$ cat src/hw/rtl/url_percent_decoder_top_defines.svh
// Assertion helpers for the percent decoder.
`ifndef URL_PERCENT_DECODER_TOP_DEFINES_SVH
`define URL_PERCENT_DECODER_TOP_DEFINES_SVH

`ifndef SYNTHESIS

// Checked outside reset only.
`define UPD_ASSERT(lbl, clk, rst_n, prop, msg) \
  lbl: assert property (@(posedge clk) disable iff (!rst_n) (prop)) else $error(msg);

// Checked at every edge, reset included.
`define UPD_ASSERT_ALWAYS(lbl, clk, prop, msg) \
  lbl: assert property (@(posedge clk) (prop)) else $error(msg);

`else

`define UPD_ASSERT(lbl, clk, rst_n, prop, msg)

`define UPD_ASSERT_ALWAYS(lbl, clk, prop, msg)

`endif

`endif

$ cat src/hw/rtl/upd_pkg.sv
`timescale 1ns / 1ps

package upd_pkg;

  localparam int CountBitsDefault  = 16;
  localparam int QueueDepthDefault = 4;
  localparam int MaxResults        = 3;

  localparam logic [15:0] CapacityReset = 16'd256;

  // Register index of out_capacity
  localparam logic RegOutCapacity = 1'b0;

  localparam logic [7:0] ChPlus    = 8'h2B;
  localparam logic [7:0] ChPercent = 8'h25;
  localparam logic [7:0] ChSpace   = 8'h20;
  localparam logic [7:0] ChNul     = 8'h00;

  typedef enum logic [1:0] {
    PH_IDLE  = 2'd0,
    PH_PCT   = 2'd1,
    PH_DIGIT = 2'd2
  } escape_phase_e;

  typedef enum logic [1:0] {
    CAND_NONE = 2'd0,
    CAND_DATA = 2'd1,
    CAND_TERM = 2'd2,
    CAND_ESC  = 2'd3
  } cand_kind_e;

  typedef struct packed {
    logic [7:0]  data;
    logic        last;
    logic [15:0] count;
  } result_t;

  // One queue entry: the results of one input byte, res[0] first.
  typedef struct packed {
    logic [1:0]              num;
    result_t [MaxResults-1:0] res;
  } bundle_t;

  // {valid, nibble}
  function automatic logic [4:0] hex_decode(logic [7:0] c);
    logic [4:0] r;
    r = 5'b0;
    if (c >= 8'h30 && c <= 8'h39) begin
      r = {1'b1, 4'(c - 8'h30)};
    end else if (c >= 8'h61 && c <= 8'h66) begin
      r = {1'b1, 4'(c - 8'h57)};
    end else if (c >= 8'h41 && c <= 8'h46) begin
      r = {1'b1, 4'(c - 8'h37)};
    end
    return r;
  endfunction

endpackage

$ cat src/hw/rtl/url_percent_decoder_top.sv
`timescale 1ns / 1ps
// Channel   | Handshake          | Payload
// ----------+--------------------+----------------------------------------
// input     | push / full        | in_byte_i
// results   | empty / pop        | out_byte_o, is_last_o, written_count_o
// config    | psel/penable/pready| paddr (3 b), pwdata/prdata (32 b)
//
// One input byte is taken per cycle while the bundle queue has room.
// Each byte yields up to three results; the back end hands out one per cycle
// while pop is held, so a run of escape failures stalls input via full once
// the queue fills. Reset (rst_ni, async, low) empties the queue and loads
// capacity 256. Results are registered in the bundle queue before output.

`include "url_percent_decoder_top_defines.svh"

module url_percent_decoder_top #(
  parameter int COUNT_BITS  = upd_pkg::CountBitsDefault,
  parameter int QUEUE_DEPTH = upd_pkg::QueueDepthDefault
) (
  input  logic        clk_i,
  input  logic        rst_ni,
  // encoded input
  input  logic        push,
  output logic        full,
  input  logic [7:0]  in_byte_i,
  // decoded output
  output logic        empty,
  input  logic        pop,
  output logic [7:0]  out_byte_o,
  output logic        is_last_o,
  output logic [15:0] written_count_o,
  // register port
  input  logic        psel,
  input  logic        penable,
  input  logic        pwrite,
  input  logic [2:0]  paddr,
  input  logic [31:0] pwdata,
  output logic [31:0] prdata,
  output logic        pready
);

  import upd_pkg::*;

  bundle_t q_wdata, q_head;
  logic    q_push, q_full, q_pop, q_empty;

  // writes always complete in their access cycle
  assign pready = 1'b1;

  // Front end: escape tracking, capacity accounting, register file.
  upd_front #(
    .COUNT_BITS (COUNT_BITS)
  ) u_front (
    .clk_i     (clk_i),
    .rst_ni    (rst_ni),
    .push      (push),
    .full      (full),
    .in_byte_i (in_byte_i),
    .psel      (psel),
    .penable   (penable),
    .pwrite    (pwrite),
    .paddr     (paddr),
    .pwdata    (pwdata),
    .prdata    (prdata),
    .q_full_i  (q_full),
    .q_push_o  (q_push),
    .q_data_o  (q_wdata)
  );

  // Short queue of result bundles decoupling the two halves.
  upd_queue #(
    .DEPTH (QUEUE_DEPTH)
  ) u_queue (
    .clk_i   (clk_i),
    .rst_ni  (rst_ni),
    .push_i  (q_push),
    .data_i  (q_wdata),
    .full_o  (q_full),
    .pop_i   (q_pop),
    .head_o  (q_head),
    .empty_o (q_empty)
  );

  // Back end: one result per transfer out of the head bundle.
  upd_back u_back (
    .clk_i           (clk_i),
    .rst_ni          (rst_ni),
    .head_i          (q_head),
    .q_empty_i       (q_empty),
    .q_pop_o         (q_pop),
    .empty           (empty),
    .pop             (pop),
    .out_byte_o      (out_byte_o),
    .is_last_o       (is_last_o),
    .written_count_o (written_count_o)
  );

  // A full queue always has a result to offer.
  `UPD_ASSERT(a_full_not_empty, clk_i, rst_ni, full |-> !empty, "full with nothing to pop")
  // Terminator carries a zero byte.
  `UPD_ASSERT(a_term_zero, clk_i, rst_ni, (!empty && is_last_o) |-> (out_byte_o == 8'h00), "terminator byte not zero")
  // Count is only carried on the terminator.
  `UPD_ASSERT(a_count_on_last, clk_i, rst_ni, (!empty && !is_last_o) |-> (written_count_o == 16'h0000), "count on a data result")
  // Queue is clear on the edge after reset has been seen.
  `UPD_ASSERT_ALWAYS(a_reset_empty, clk_i, !rst_ni |=> (empty && !full), "queue not clear after reset")

endmodule

$ cat src/hw/rtl/upd_front.sv
`timescale 1ns / 1ps

module upd_front #(
  parameter int COUNT_BITS = upd_pkg::CountBitsDefault
) (
  input  logic             clk_i,
  input  logic             rst_ni,
  // input byte stream
  input  logic             push,
  output logic             full,
  input  logic [7:0]       in_byte_i,
  // configuration
  input  logic             psel,
  input  logic             penable,
  input  logic             pwrite,
  input  logic [2:0]       paddr,
  input  logic [31:0]      pwdata,
  output logic [31:0]      prdata,
  // queue side
  input  logic             q_full_i,
  output logic             q_push_o,
  output upd_pkg::bundle_t q_data_o
);

  import upd_pkg::*;

  localparam logic [31:0] CountMask = 32'((64'd1 << COUNT_BITS) - 64'd1);

  function automatic logic [COUNT_BITS-1:0] capped(logic [15:0] cap);
    logic [31:0] wide;
    wide = {16'b0, cap};
    return (wide > CountMask) ? CountMask[COUNT_BITS-1:0] : wide[COUNT_BITS-1:0];
  endfunction

  logic [15:0]           cap_q;
  escape_phase_e         phase_q, phase_d, phase_base;
  logic [7:0]            held_q, held_d;
  logic [COUNT_BITS-1:0] slots_q, slots_d;
  logic [COUNT_BITS-1:0] bw_q, bw_d;

  cand_kind_e            kind  [MaxResults];
  logic [7:0]            cbyte [MaxResults];

  logic [4:0]            hex_in, hex_held;
  logic                  accept, cfg_wr;
  logic [MaxResults-1:0] room;
  bundle_t               bundle;

  assign full   = q_full_i;
  assign accept = push && !q_full_i;
  assign cfg_wr = psel && penable && pwrite && (paddr[2] == RegOutCapacity);
  assign prdata = (paddr[2] == RegOutCapacity) ? {16'b0, cap_q} : 32'b0;

  assign hex_in   = hex_decode(in_byte_i);
  assign hex_held = hex_decode(held_q);

  // Data candidate k is written only while more than k+1 slots are free
  always_comb begin
    for (int k = 0; k < MaxResults; k++) begin
      room[k] = slots_q > COUNT_BITS'(k + 1);
    end
  end

  // Classification: escape tracking and candidate results
  always_comb begin
    cand_kind_e pk;
    logic [7:0] pb;
    for (int k = 0; k < MaxResults; k++) begin
      kind[k]  = CAND_NONE;
      cbyte[k] = ChNul;
    end
    phase_base = PH_IDLE;
    held_d     = held_q;
    // ordinary treatment of the incoming byte
    pb = in_byte_i;
    if (in_byte_i == ChNul) begin
      pk = CAND_TERM;
    end else if (in_byte_i == ChPlus) begin
      pk = CAND_DATA;
      pb = ChSpace;
    end else if (in_byte_i == ChPercent) begin
      pk = CAND_ESC;
    end else begin
      pk = CAND_DATA;
    end
    case (phase_q)
      PH_PCT: begin
        if (hex_in[4]) begin
          held_d     = in_byte_i;
          phase_base = PH_DIGIT;
        end else begin
          kind[0]  = CAND_DATA;
          cbyte[0] = ChPercent;
          kind[1]  = pk;
          cbyte[1] = pb;
        end
      end
      PH_DIGIT: begin
        if (hex_in[4]) begin
          kind[0]  = CAND_DATA;
          cbyte[0] = {hex_held[3:0], hex_in[3:0]};
        end else begin
          // the held digit is always a hex character, so plain data
          kind[0]  = CAND_DATA;
          cbyte[0] = ChPercent;
          kind[1]  = CAND_DATA;
          cbyte[1] = held_q;
          kind[2]  = pk;
          cbyte[2] = pb;
        end
      end
      default: begin
        kind[0]  = pk;
        cbyte[0] = pb;
      end
    endcase
  end

  // Capacity accounting and result assembly
  always_comb begin
    logic [1:0]            nd;
    logic [1:0]            nr;
    logic                  term;
    logic [COUNT_BITS-1:0] tcount;
    logic [31:0]           tcount_w;
    nd       = 2'd0;
    nr       = 2'd0;
    term     = 1'b0;
    tcount   = '0;
    tcount_w = '0;
    phase_d  = phase_base;
    bundle   = '0;
    for (int k = 0; k < MaxResults; k++) begin
      case (kind[k])
        CAND_DATA: begin
          if (room[nd]) begin
            bundle.res[nr].data = cbyte[k];
            nr = nr + 2'd1;
            nd = nd + 2'd1;
          end
        end
        CAND_ESC: begin
          if (room[nd]) begin
            phase_d = PH_PCT;
          end
        end
        CAND_TERM: begin
          term = 1'b1;
          if (slots_q == '0) begin
            tcount = bw_q;
          end else begin
            tcount = bw_q + COUNT_BITS'(nd) + COUNT_BITS'(1);
          end
          tcount_w             = 32'(tcount);
          bundle.res[nr].last  = 1'b1;
          bundle.res[nr].count = tcount_w[15:0];
          nr = nr + 2'd1;
        end
        default: begin
        end
      endcase
    end
    bundle.num = nr;
    if (term) begin
      slots_d = capped(cap_q);
      bw_d    = '0;
      phase_d = PH_IDLE;
    end else begin
      slots_d = slots_q - COUNT_BITS'(nd);
      bw_d    = bw_q + COUNT_BITS'(nd);
    end
  end

  assign q_push_o = accept && (bundle.num != 2'd0);
  assign q_data_o = bundle;

  always_ff @(posedge clk_i or negedge rst_ni) begin
    if (!rst_ni) begin
      cap_q   <= CapacityReset;
      phase_q <= PH_IDLE;
      held_q  <= ChNul;
      slots_q <= capped(CapacityReset);
      bw_q    <= '0;
    end else begin
      if (cfg_wr) begin
        cap_q <= pwdata[15:0];
      end
      if (accept) begin
        phase_q <= phase_d;
        held_q  <= held_d;
        slots_q <= slots_d;
        bw_q    <= bw_d;
      end else if (cfg_wr && bw_q == '0 && phase_q != PH_PCT && phase_q != PH_DIGIT) begin
        slots_q <= capped(pwdata[15:0]);
      end
    end
  end

endmodule

$ cat src/hw/rtl/upd_queue.sv
`timescale 1ns / 1ps

module upd_queue #(
  parameter int DEPTH = upd_pkg::QueueDepthDefault
) (
  input  logic             clk_i,
  input  logic             rst_ni,
  input  logic             push_i,
  input  upd_pkg::bundle_t data_i,
  output logic             full_o,
  input  logic             pop_i,
  output upd_pkg::bundle_t head_o,
  output logic             empty_o
);

  import upd_pkg::*;

  localparam int PtrBits = (DEPTH > 1) ? $clog2(DEPTH) : 1;
  localparam int CntBits = $clog2(DEPTH + 1);

  bundle_t              mem_q [DEPTH];
  logic [PtrBits-1:0]   wr_q, rd_q;
  logic [CntBits-1:0]   cnt_q;
  logic                 do_push, do_pop;

  assign full_o  = (cnt_q == CntBits'(DEPTH));
  assign empty_o = (cnt_q == '0);
  assign do_push = push_i && !full_o;
  assign do_pop  = pop_i && !empty_o;
  assign head_o  = mem_q[rd_q];

  function automatic logic [PtrBits-1:0] bump(logic [PtrBits-1:0] p);
    return (p == PtrBits'(DEPTH - 1)) ? '0 : p + PtrBits'(1);
  endfunction

  always_ff @(posedge clk_i) begin
    if (do_push) begin
      mem_q[wr_q] <= data_i;
    end
  end

  always_ff @(posedge clk_i or negedge rst_ni) begin
    if (!rst_ni) begin
      wr_q  <= '0;
      rd_q  <= '0;
      cnt_q <= '0;
    end else begin
      if (do_push) begin
        wr_q <= bump(wr_q);
      end
      if (do_pop) begin
        rd_q <= bump(rd_q);
      end
      if (do_push && !do_pop) begin
        cnt_q <= cnt_q + CntBits'(1);
      end else if (do_pop && !do_push) begin
        cnt_q <= cnt_q - CntBits'(1);
      end
    end
  end

endmodule

$ cat src/hw/rtl/upd_back.sv
`timescale 1ns / 1ps

module upd_back (
  input  logic             clk_i,
  input  logic             rst_ni,
  // queue side
  input  upd_pkg::bundle_t head_i,
  input  logic             q_empty_i,
  output logic             q_pop_o,
  // result stream
  output logic             empty,
  input  logic             pop,
  output logic [7:0]       out_byte_o,
  output logic             is_last_o,
  output logic [15:0]      written_count_o
);

  import upd_pkg::*;

  logic [1:0] idx_q, idx_d;
  logic       xfer, final_one;
  result_t    cur;

  assign cur             = head_i.res[idx_q];
  assign empty           = q_empty_i;
  assign out_byte_o      = cur.data;
  assign is_last_o       = cur.last;
  assign written_count_o = cur.count;

  assign xfer      = pop && !q_empty_i;
  assign final_one = (idx_q == head_i.num - 2'd1);
  assign q_pop_o   = xfer && final_one;

  always_comb begin
    idx_d = idx_q;
    if (xfer) begin
      idx_d = final_one ? 2'd0 : idx_q + 2'd1;
    end
  end

  always_ff @(posedge clk_i or negedge rst_ni) begin
    if (!rst_ni) begin
      idx_q <= 2'd0;
    end else begin
      idx_q <= idx_d;
    end
  end

endmodule
$ cat config.mk
export PLATFORM = sky130hd
export DESIGN_NAME = url_percent_decoder_top
export DESIGN_NICKNAME = d
export VERILOG_FILES = /design/src/hw/rtl/upd_pkg.sv /design/src/hw/rtl/url_percent_decoder_top.sv /design/src/hw/rtl/upd_front.sv /design/src/hw/rtl/upd_queue.sv /design/src/hw/rtl/upd_back.sv
export VERILOG_INCLUDE_DIRS = /design/src /design/src/hw/rtl
export SDC_FILE = /design/constraint.sdc
export NUM_CORES = 1
export LEC_CHECK = 0
export ABC_CLOCK_PERIOD_IN_PS = 7400
export BUFFER_PORTS_ARGS = -buffer_cell sky130_fd_sc_hd__buf_2
export CAP_MARGIN = 20
export CELL_PAD_IN_SITES_DETAIL_PLACEMENT = 2
export CELL_PAD_IN_SITES_GLOBAL_PLACEMENT = 2
export CORE_MARGIN = 1
export CORE_UTILIZATION = 44
export CTS_BUF_LIST = sky130_fd_sc_hd__clkbuf_16
export DETAILED_ROUTE_END_ITERATION = 8
export GPL_ROUTABILITY_DRIVEN = 0
export HOLD_SLACK_MARGIN = 0.02
export PLACE_DENSITY = 0.79
export SLEW_MARGIN = 20
export SYNTH_ARGS = -nofsm -noshare
export SYNTH_HDL_FRONTEND = slang
export SYNTH_SLANG_ARGS = --single-unit
$ cat constraint.sdc
create_clock -name clk_i -period 7.4 [get_ports clk_i]
set_clock_uncertainty 0.15 [all_clocks]
set_input_delay 1.48 -clock clk_i [delete_from_list [all_inputs] [get_ports clk_i]]
set_output_delay 1.48 -clock clk_i [all_outputs]
set_load 0.05 [all_outputs]
==> After elaboration in Yosys (flattened, before gate mapping) <==
Memory sizes are Yosys's and may differ from the RTL's.
Cells that the tools add are included.
{ "classes": {"n_reduce_logical": 34, "muxes": 92, "magnitude_cmp": 22, "addsub": 23, "n_eq_ne": 19, "bitwise": 1} }
{ "ops": {"columns": ["cell", "count"], "rows": [
  ["bitwise mux 75 bit", 6],
  ["demux 25 bit (select 2 bit)", 6],
  ["one-hot mux 75 bit (2 select lines)", 2],
  ["2-to-1 mux 16 bit", 13],
  ["2-to-1 mux 75 bit", 2],
  ["2-to-1 mux 25 bit", 3],
  ["2-to-1 mux 17 bit", 3],
  ["binary-select mux 25 bit (select 2 bit)", 1],
  ["adder 16 x 1 -> 16 bit, second input constant", 3],
  ["adder 16 x 2 -> 16 bit", 3],
  ["2-to-1 mux 8 bit", 6],
  ["2-to-1 mux 2 bit", 23],
  [">= comparator 8 x 7 -> 1 bit, second input constant", 4],
  ["> comparator 16 x 2 -> 1 bit, second input constant", 2],
  ["less-or-equal comparator 8 x 7 -> 1 bit, second input constant", 4],
  ["zero test 16 bit", 2],
  ["one-hot mux 8 bit (2 select lines)", 2],
  ["logical AND 1 bit", 22],
  ["one-hot mux 2 bit (2 select lines)", 5],
  ["== test 2 bit, second input constant", 9],
  ["== test 8 x 6 -> 1 bit, second input constant", 2],
  [">= comparator 8 x 6 -> 1 bit, second input constant", 2],
  ["> comparator 16 x 1 -> 1 bit, second input constant", 1],
  ["less-or-equal comparator 8 x 6 -> 1 bit, second input constant", 2],
  ["26 further kinds", 63]
]} }
{ "totals": {"ramBits": 308, "n_memories": 1, "inputBits": 50, "elab_cells": 201, "ff_bits": 67, "out_inout_bits": 60} }
{ "memory_table": {"columns": ["memory", "depth", "width", "rd", "rd_clocked_by_memory_dff", "write_ports", "line", "source"], "rows": [
  ["u_queue.mem_q", 4, 77, 1, 0, 1, "upd_queue.sv:21", "bundle_t mem_q [DEPTH];"]
]} }

==> Logic depth before layout (Yosys ltp) <==
Gate-level depths: netlist (run 1).
{ "depth": {"word_depth": 24, "depth_mapped": 26, "depth_no_buf": 24} }

==> By module <==
A second synthesis (run 1) with hierarchy kept.
{ "unflattened": {"hier_cells": 1393, "area_unflattened_um2": 18666.7} }
{ "modules_own_cells": {"columns": ["module", "seq_area_each_um2", "area_per_inst_um2", "cells_each", "n_inst"], "rows": [
  ["upd_queue", 9424.0, 11554.8, 440, 1],
  ["upd_front", 1453.9, 6424.9, 849, 1],
  ["upd_back", 50.0, 675.6, 102, 1],
  ["url_percent_decoder_top", 0.0, 11.3, 2, 1]
]} }

==> Worst setup path after synthesis (run 1) <==
No wires, ideal clock.
{ "synth_timing": {"path_type": "input to register", "from": "input port in_byte_i[1]", "to": "memory u_queue.mem_q[1][0] (netlist bit), enable pin", "setup_slack_ns": -0.178, "setup_ns": 0.444, "arrival_time_ns": 6.985, "required_time_ns": 6.806, "n_path_buf": 2, "cell_stages": 20, "path_cell_list": "inv_1 -> ha_1 -> nor4b_2 -> a2111oi_4 -> or3_2 -> clkbuf_1 -> nor3_1 -> ha_1 -> clkbuf_1 -> inv_1 -> nand2_1 -> a211o_1 -> nand2_1 -> inv_1 -> ha_1 -> a21oi_1 -> a31oi_1 -> a311o_1 -> o31a_4 -> and2_1"} }
{ "synth_lines": {"columns": ["item", "line", "source"], "rows": [
  ["start, declared", "url_percent_decoder_top.sv:25", "input logic [7:0] in_byte_i,"],
  ["end, declared", "upd_queue.sv:21", null]
]} }

==> results.py, run 1 <==
metrics = {
    "run_status": {
        "status": "finished, violations left",
        "violations": "design-rule violations",
    },
    "final_layout": {
        "layout_commonest_cell": "edfxtp_1",
        "most-common-layout-cells": "edfxtp_1 (308), nor2_1 (100), nand2_1 (78), mux4_2 (77), inv_1 (74)",
        "n_fill_cell": 3905,
        "final_area_sq_um": 21000,
        "diodes": 0,
        "syn_to_final_growth_pct": 13.8,
        "layout.nets": 1565,
        "final_layout_size_suffix_gt1_frac": 0.218,
    },
    "logic_synthesis": {
        "synth_cells": 1379,
        "synthFlopType": "edfxtp_1",
        "avgSynthCellArea_sq_um": 13.4,
        "yosys.area.top_type": "edfxtp_1",
        "synth.area.top_cells": "edfxtp_1 (50%), mux4_2 (9.4%), dfrtp_1 (8.8%)",
        "synthesis.area_sq_um": 18500,
        "async_flop_share": 0.179,
        "synth_edf_count": 308,
        "synth.distinct_cells": 91,
        "ys_ff_latch": 375,
        "ys.warnings.count": 0,
        "ys_seq_area_frac": 0.592,
        "yosysTopAreaCellShare": 0.501,
    },
    "power": {
        "ir_drop_mv": 0.188,
        "power.leakage_nw": 7.68,
        "powerDensity_nw_per_um2": 377,
    },
    "place": {
        "io_buffer_count": 74,
        "postPlaceCellArea_sq_um": 19700,
        "dp_hpwl_mm": 43.8,
    },
    "clocking": {
        "clkLatencyLatePin_ns": 0.58,
        "ctsLongestPathBuffers": 3,
        "numCtsBuffers": 43,
        "postCtsHoldBufs": 0,
        "cts_tree": "built",
        "cts-root-buf": "clkbuf_16",
        "cts_num_sinks": 375,
        "clk_pin_slew_worst_paths_ns": 0.05,
        "cts_setup_buffers": 0,
        "cts_resized": 0,
        "htreeDepth": 2,
    },
    "floorplan": {
        "rows": 74,
        "coreArea_sq_um": 41100,
        "die_y_um": 207,
        "ioPinCount": 110,
        "die-area_sq_um": 42800,
        "die_x_um": 207,
        "start_util": 0.449,
    },
    "sta": {
        "drv_slew": 0,
        "max_slew_margin": 0.285,
        "final.min_clock_period_ns": 6.71,
        "fmax_ghz": 0.149,
        "rsz0062_at_grt": "false",
        "tns_ns": 0,
        "holdWs_ns": 0.342,
        "fin_crit_sh": 0.907,
        "worstMarginPinSlew_ns": 1.07,
        "setup_viol": 0,
        "hold_viol_final": 0,
    },
    "worst_setup_path": {
        "path_class": "in2reg",
        "worstPathRequired_ns": 7.71,
        "worstSetupStartpointType": "primary input",
        "crit_fanout": 7,
        "cp.arrival_ns": 7.02,
        "setup.worst_path.end_class": "register",
    },
    "min_path": {
        "hp-class": "reg2reg",
    },
    "global_route": {
        "grt_max_degree": 68,
        "grt_pass1_vias": 14400,
        "antenna_found_initial": 1,
        "grt_pass1_wl_mm": 94.7,
        "grtUsageTotal": 0.304,
        "grt_overflow": 0,
    },
    "routing": {
        "final_antenna_net_count": 0,
        "vias": 13100,
        "drtIter0Drc": 958,
        "routed_wl_mm": 63.4,
        "dr.pass1.iters": 9,
        "wl_per_cell_um": 31.1,
        "drcViolationCount": 3,
        "viasPerCell": 6.43,
    },
    "run": {
        "max_cap_viol_count": 0,
    },
}
[cell type report]
type                       instances  area [sq um]  share of cell area
sequential                       375         10900               0.521
multi-input combinational        850          6880               0.328
clock buffer                      43          1080              0.0512
timing repair buffer             138           978              0.0466
tap                              532           666              0.0317
inverter                          67           256              0.0122
clock inverter                    33           210              0.0100
[cell families after synthesis]
| logic type | synth area share |
|---|---|
| mux | 0.123 |
| xor+xnor | 0.0199 |
| simple gates | 0.0916 |
| buf+inv | 0.0386 |
| fa+ha+maj | 0.0293 |
| flops | 0.592 |
| other cells | 0.000407 |
| compound gates | 0.105 |
[critical path, cell delays in order]
cell and delay [ns]:
buf_2 0.16, inv_1 0.11, ha_1 0.23, nor4b_2 0.50
a2111oi_4 0.19, or3_2 0.47, nor3_1 0.36, ha_1 0.32
inv_1 0.10, nand2_1 0.15, a211o_1 0.31, nand2_1 0.15
inv_1 0.08, ha_1 0.30, a21oi_1 0.16, a31oi_1 0.06
a311o_1 0.45, o31a_4 0.45, ha_1 0.22, inv_1 0.09
fa_1 0.39, mux2_2 0.28
[power by group]
part           total [W]  switching, W  leakage, nW  internal [W]
sequential       0.00312      0.000385         3.81       0.00274
combinational    0.00278       0.00177         3.20       0.00101
clock            0.00201      0.000885        0.671       0.00112
total            0.00791       0.00304         7.68       0.00487
[path summary, 6_finish.rpt]
check                                                from                      endpoint  slack (ns)  cells past startpoint
min                          u_queue.cnt_q[2]$_DFFE_PN0P_  u_queue.cnt_q[2]$_DFFE_PN0P_        0.34                      1
max reg2reg                u_front.slots_q[6]$_DFFE_PN0P_  u_queue.cnt_q[1]$_DFFE_PN0P_        1.62                     17
max in group asynchronous                          rst_ni   u_queue.rd_q[1]$_DFFE_PN0P_        5.49                      1
max                                          in_byte_i[1]  u_queue.cnt_q[1]$_DFFE_PN0P_        0.69                     22
min reg2reg                  u_queue.cnt_q[2]$_DFFE_PN0P_  u_queue.cnt_q[2]$_DFFE_PN0P_        0.34                      1
min in group asynchronous                          rst_ni  u_queue.cnt_q[2]$_DFFE_PN0P_        0.90                      1
[registers in the layout, summed over array words and instances (netlist names)]
name and count:
u_front.cap_q 16, u_front.phase_q 2, u_queue.cnt_q 3, u_queue.rd_q 2, u_queue.wr_q 2, u_front.bw_q 16
u_front.held_q 8, u_queue.mem_q 308, u_front.slots_q 16, u_back.idx_q 2
[per-layer routing]
| layer | wire length (um) | track usage |
|---|---|---|
| met2 | 32600 | 0.531 |
| met5 | 0 | 0 |
| met3 | 3610 | 0.0473 |
| met4 | 2170 | 0.111 |
| met1 | 25000 | 0.380 |
[Yosys cell counts (26+ instances only)]
cell and count:
o22ai_1 59, dfrtp_1 65, clkbuf_1 66, a21oi_1 39
nor2_1 101, inv_1 64, mux4_2 77, edfxtp_1 308
nor2b_1 26, ha_1 36, nand3_1 28, nor3_1 28
mux2i_1 28, nand2_1 78, o21ai_0 72
[stage by stage]
| step | util | total power, W | worst slack (ns) | std cells |
|---|---|---|---|---|
| floorplan | - | 0.00493 | 0.664 | 1394 |
| global placement | 0.480 | 0.00570 | 0.316 | 1962 |
| detailed placement | 0.480 | 0.00593 | 0.114 | 1962 |
| CTS | 0.511 | 0.00797 | 0.680 | 2038 |
| global route | 0.511 | 0.00822 | 0.410 | 2038 |
| finish | 0.511 | 0.00791 | 0.685 | 2038 |
Note: power is estimated with default switching activity, not from simulation.
==> run 2: changes to the inputs <==
- ABC_AREA: not set -> 1
- CORE_UTILIZATION: 44 -> 40
- PLACE_DENSITY: 0.79 -> 0.78
==> results.py, run 2 <==
metrics = {
    "run_status": {
        "status": "finished, final reports clean",
    },
    "routing": {
        "routed_wl_mm": 65.0,
        "final_antenna_net_count": 0,
        "drtIter0Drc": 1012,
        "wl_per_cell_um": 25.6,
        "dr.pass1.iters": 5,
        "vias": 14900,
        "viasPerCell": 5.85,
        "drcViolationCount": 0,
    },
    "worst_setup_path": {
        "reg2reg_to": "u_queue.mem_q[2][26]$_DFFE_PP_",
        "worstPathRequired_ns": 7.44,
        "cpMaxStageDelayCell": "a21oi_1",
        "worstSetupStartpointType": "primary input",
        "crit_fanout": 12,
        "critPathLaunch": "in_byte_i[0]",
        "endpoint": "u_queue.mem_q[2][26]$_DFFE_PP_",
        "rrSetupSlack_ns": 1.98,
        "cpMostUsedCell": "inv_1",
        "r2r-start": "u_front.phase_q[0]$_DFFE_PN0P_",
        "path_class": "in2reg",
        "cp.arrival_ns": 6.45,
        "cp_num_buf_inv": 7,
        "path_delay_family": "compound AO/OA/AOI/OAI gates",
        "cp_num_cells": 21,
        "path_cells": "buf_2 -> inv_1 -> ha_1 -> o21ai_1 -> a21oi_4 -> nor2_2 -> nand2_1 -> inv_1 -> nand3_1 -> a21oi_1 -> inv_1 -> ha_1 -> inv_1 -> a21oi_2 -> nand2_1 -> nand2_1 -> inv_1 -> ha_1 -> inv_1 -> a21oi_1 -> o32ai_1",
        "r2r_cells": 17,
        "setup.worst_path.end_class": "register",
        "critical-path-max-stage-delay_ns": 0.92,
    },
    "clocking": {
        "clk_pin_slew_worst_paths_ns": 0.06,
        "cts_setup_buffers": 0,
        "postCtsHoldBufs": 0,
        "cts_num_sinks": 375,
        "htreeDepth": 2,
        "cts_tree": "built",
        "cts-root-buf": "clkbuf_16",
        "ctsLongestPathBuffers": 3,
        "numCtsBuffers": 43,
        "cts_resized": 0,
        "clkLatencyLatePin_ns": 0.58,
    },
    "logic_synthesis": {
        "yosysTopAreaCellShare": 0.497,
        "yosys.area.top_type": "edfxtp_1",
        "synth.area.top_cells": "edfxtp_1 (50%), dfrtp_1 (8.7%), o21ai_0 (6.5%)",
        "synth_common_cells": "edfxtp_1 (308), nor2_1 (296), o21ai_0 (242)",
        "synthesis.area_sq_um": 18600,
        "synth.distinct_cells": 58,
        "synthFlopType": "edfxtp_1",
        "synth_cells": 1856,
        "synth_edf_count": 308,
        "ys_ff_latch": 375,
        "ys_seq_area_frac": 0.587,
        "yosysMostFrequentCell": "edfxtp_1",
        "ys.warnings.count": 0,
        "avgSynthCellArea_sq_um": 10.0,
        "async_flop_share": 0.179,
    },
    "sta": {
        "hold_viol_final": 0,
        "drv_slew": 0,
        "max_slew_margin": 0.195,
        "fmax_ghz": 0.156,
        "worstMarginPinSlew_ns": 1.20,
        "rsz0062_at_grt": "false",
        "fin_crit_sh": 0.867,
        "holdWs_ns": 0.338,
        "setup_viol": 0,
        "final.min_clock_period_ns": 6.42,
    },
    "place": {
        "postPlaceCellArea_sq_um": 19600,
        "dp_hpwl_mm": 43.0,
        "io_buffer_count": 74,
    },
    "power": {
        "powerDensity_nw_per_um2": 402,
        "ir_drop_mv": 0.274,
        "power.leakage_nw": 7.73,
    },
    "final_layout": {
        "n_fill_cell": 4787,
        "layout_commonest_cell": "edfxtp_1",
        "seq_area_sq_um": 10900,
        "syn_to_final_growth_pct": 12.4,
        "multi_input_area_sq_um": 6620,
        "most-common-layout-cells": "edfxtp_1 (308), nor2_1 (291), o21ai_0 (241), nand2_1 (206), inv_1 (177)",
        "final_area_sq_um": 20900,
        "largest_reg_flops": 308,
        "final_layout_size_suffix_gt1_frac": 0.102,
        "layout.nets": 1994,
        "top_register": "u_queue.mem_q",
    },
    "floorplan": {
        "die-area_sq_um": 47400,
        "ioPinCount": 110,
        "rows": 78,
        "die_x_um": 218,
        "coreArea_sq_um": 45700,
        "start_util": 0.408,
        "die_y_um": 218,
    },
    "global_route": {
        "grt_max_degree": 112,
        "grt_pass1_wl_mm": 99.4,
        "grtUsageTotal": 0.276,
        "grt_pass1_vias": 16100,
        "grt_overflow": 0,
        "antenna_found_initial": 2,
    },
    "min_path": {
        "hp-class": "reg2reg",
    },
    "run": {
        "max_cap_viol_count": 0,
    },
}
==> run 2: kinds of logic (layout without fill, tap and decap cells) <==
family                     after synthesis  in the layout  synth area share
and+or+nand+nor                        620            620             0.140
DFF                                    375            375             0.587
AOI/OAI and AO/OA                      484            484             0.160
adders and majority gates               40             40            0.0285
buffers and inverters                  288            354            0.0621
muxes                                    1              1          0.000605
other                                    2             18          0.000403
xor gates and xnor gates                46             46            0.0216
==> run 2: worst min-delay path by stage <==
stage | start | endpoint | slack, ns | cells after the start
3_5_place_dp | u_front.bw_q[9]$_DFFE_PN0P_ | u_front.bw_q[9]$_DFFE_PN0P_ | 0.32 | 1
4_1_cts | u_front.bw_q[9]$_DFFE_PN0P_ | u_front.bw_q[9]$_DFFE_PN0P_ | 0.35 | 1
3_3_place_gp | u_front.bw_q[9]$_DFFE_PN0P_ | u_front.bw_q[9]$_DFFE_PN0P_ | 0.31 | 1
2_1_floorplan | u_front.bw_q[9]$_DFFE_PN0P_ | u_front.bw_q[9]$_DFFE_PN0P_ | 0.29 | 1
6_report | u_front.cap_q[0]$_DFFE_PN0P_ | u_front.cap_q[0]$_DFFE_PN0P_ | 0.34 | 2
5_1_grt | u_front.bw_q[9]$_DFFE_PN0P_ | u_front.bw_q[9]$_DFFE_PN0P_ | 0.37 | 1
==> run 2: through the flow <==
step	worst slack (ns)	total power [W]	std cells	util	setup TNS [ns]
after floorplan	-0.897	0.00520	1871	-	-276.26
final	0.982	0.00841	2538	0.458	0
after CTS	0.930	0.00847	2537	0.458	0
after detailed placement	0.367	0.00637	2459	0.429	0
after global routing	0.369	0.00879	2537	0.458	0
after global placement	0.608	0.00616	2459	0.429	0
==> run 2: power breakdown <==
part | switching [W] | internal, W | total, W
Combinational | 0.00253 | 0.000814 | 0.00334
Sequential | 0.000247 | 0.00276 | 0.00301
Clock | 0.000896 | 0.00116 | 0.00206
==> run 2: area by class of cell <==
class                           instances  share of cell area
Multi-Input combinational cell       1208               0.317
Sequential cell                       375               0.523
Clock buffer                           43              0.0514
Inverter                              179              0.0324
Timing Repair Buffer                   97              0.0291
Antenna cell                            1            0.000120
Tap cell                              600              0.0359
Clock inverter                         35              0.0118
==> run 2: metal layers <==
metal / vias to the layer above / global-route usage / wire length [um]
met5: - / 0 / 0
met4: 0 / 0.0939 / 2060
met3: 123 / 0.0502 / 3550
met2: 444 / 0.478 / 32400
met1: 7655 / 0.346 / 27000
li1: 6634 / - / -
==> run 2: worst min-delay path, cell delays in order (launching register included) <==
cell and delay, ns:
dfrtp_1 0.34, nand2_1 0.05, o21ai_0 0.06
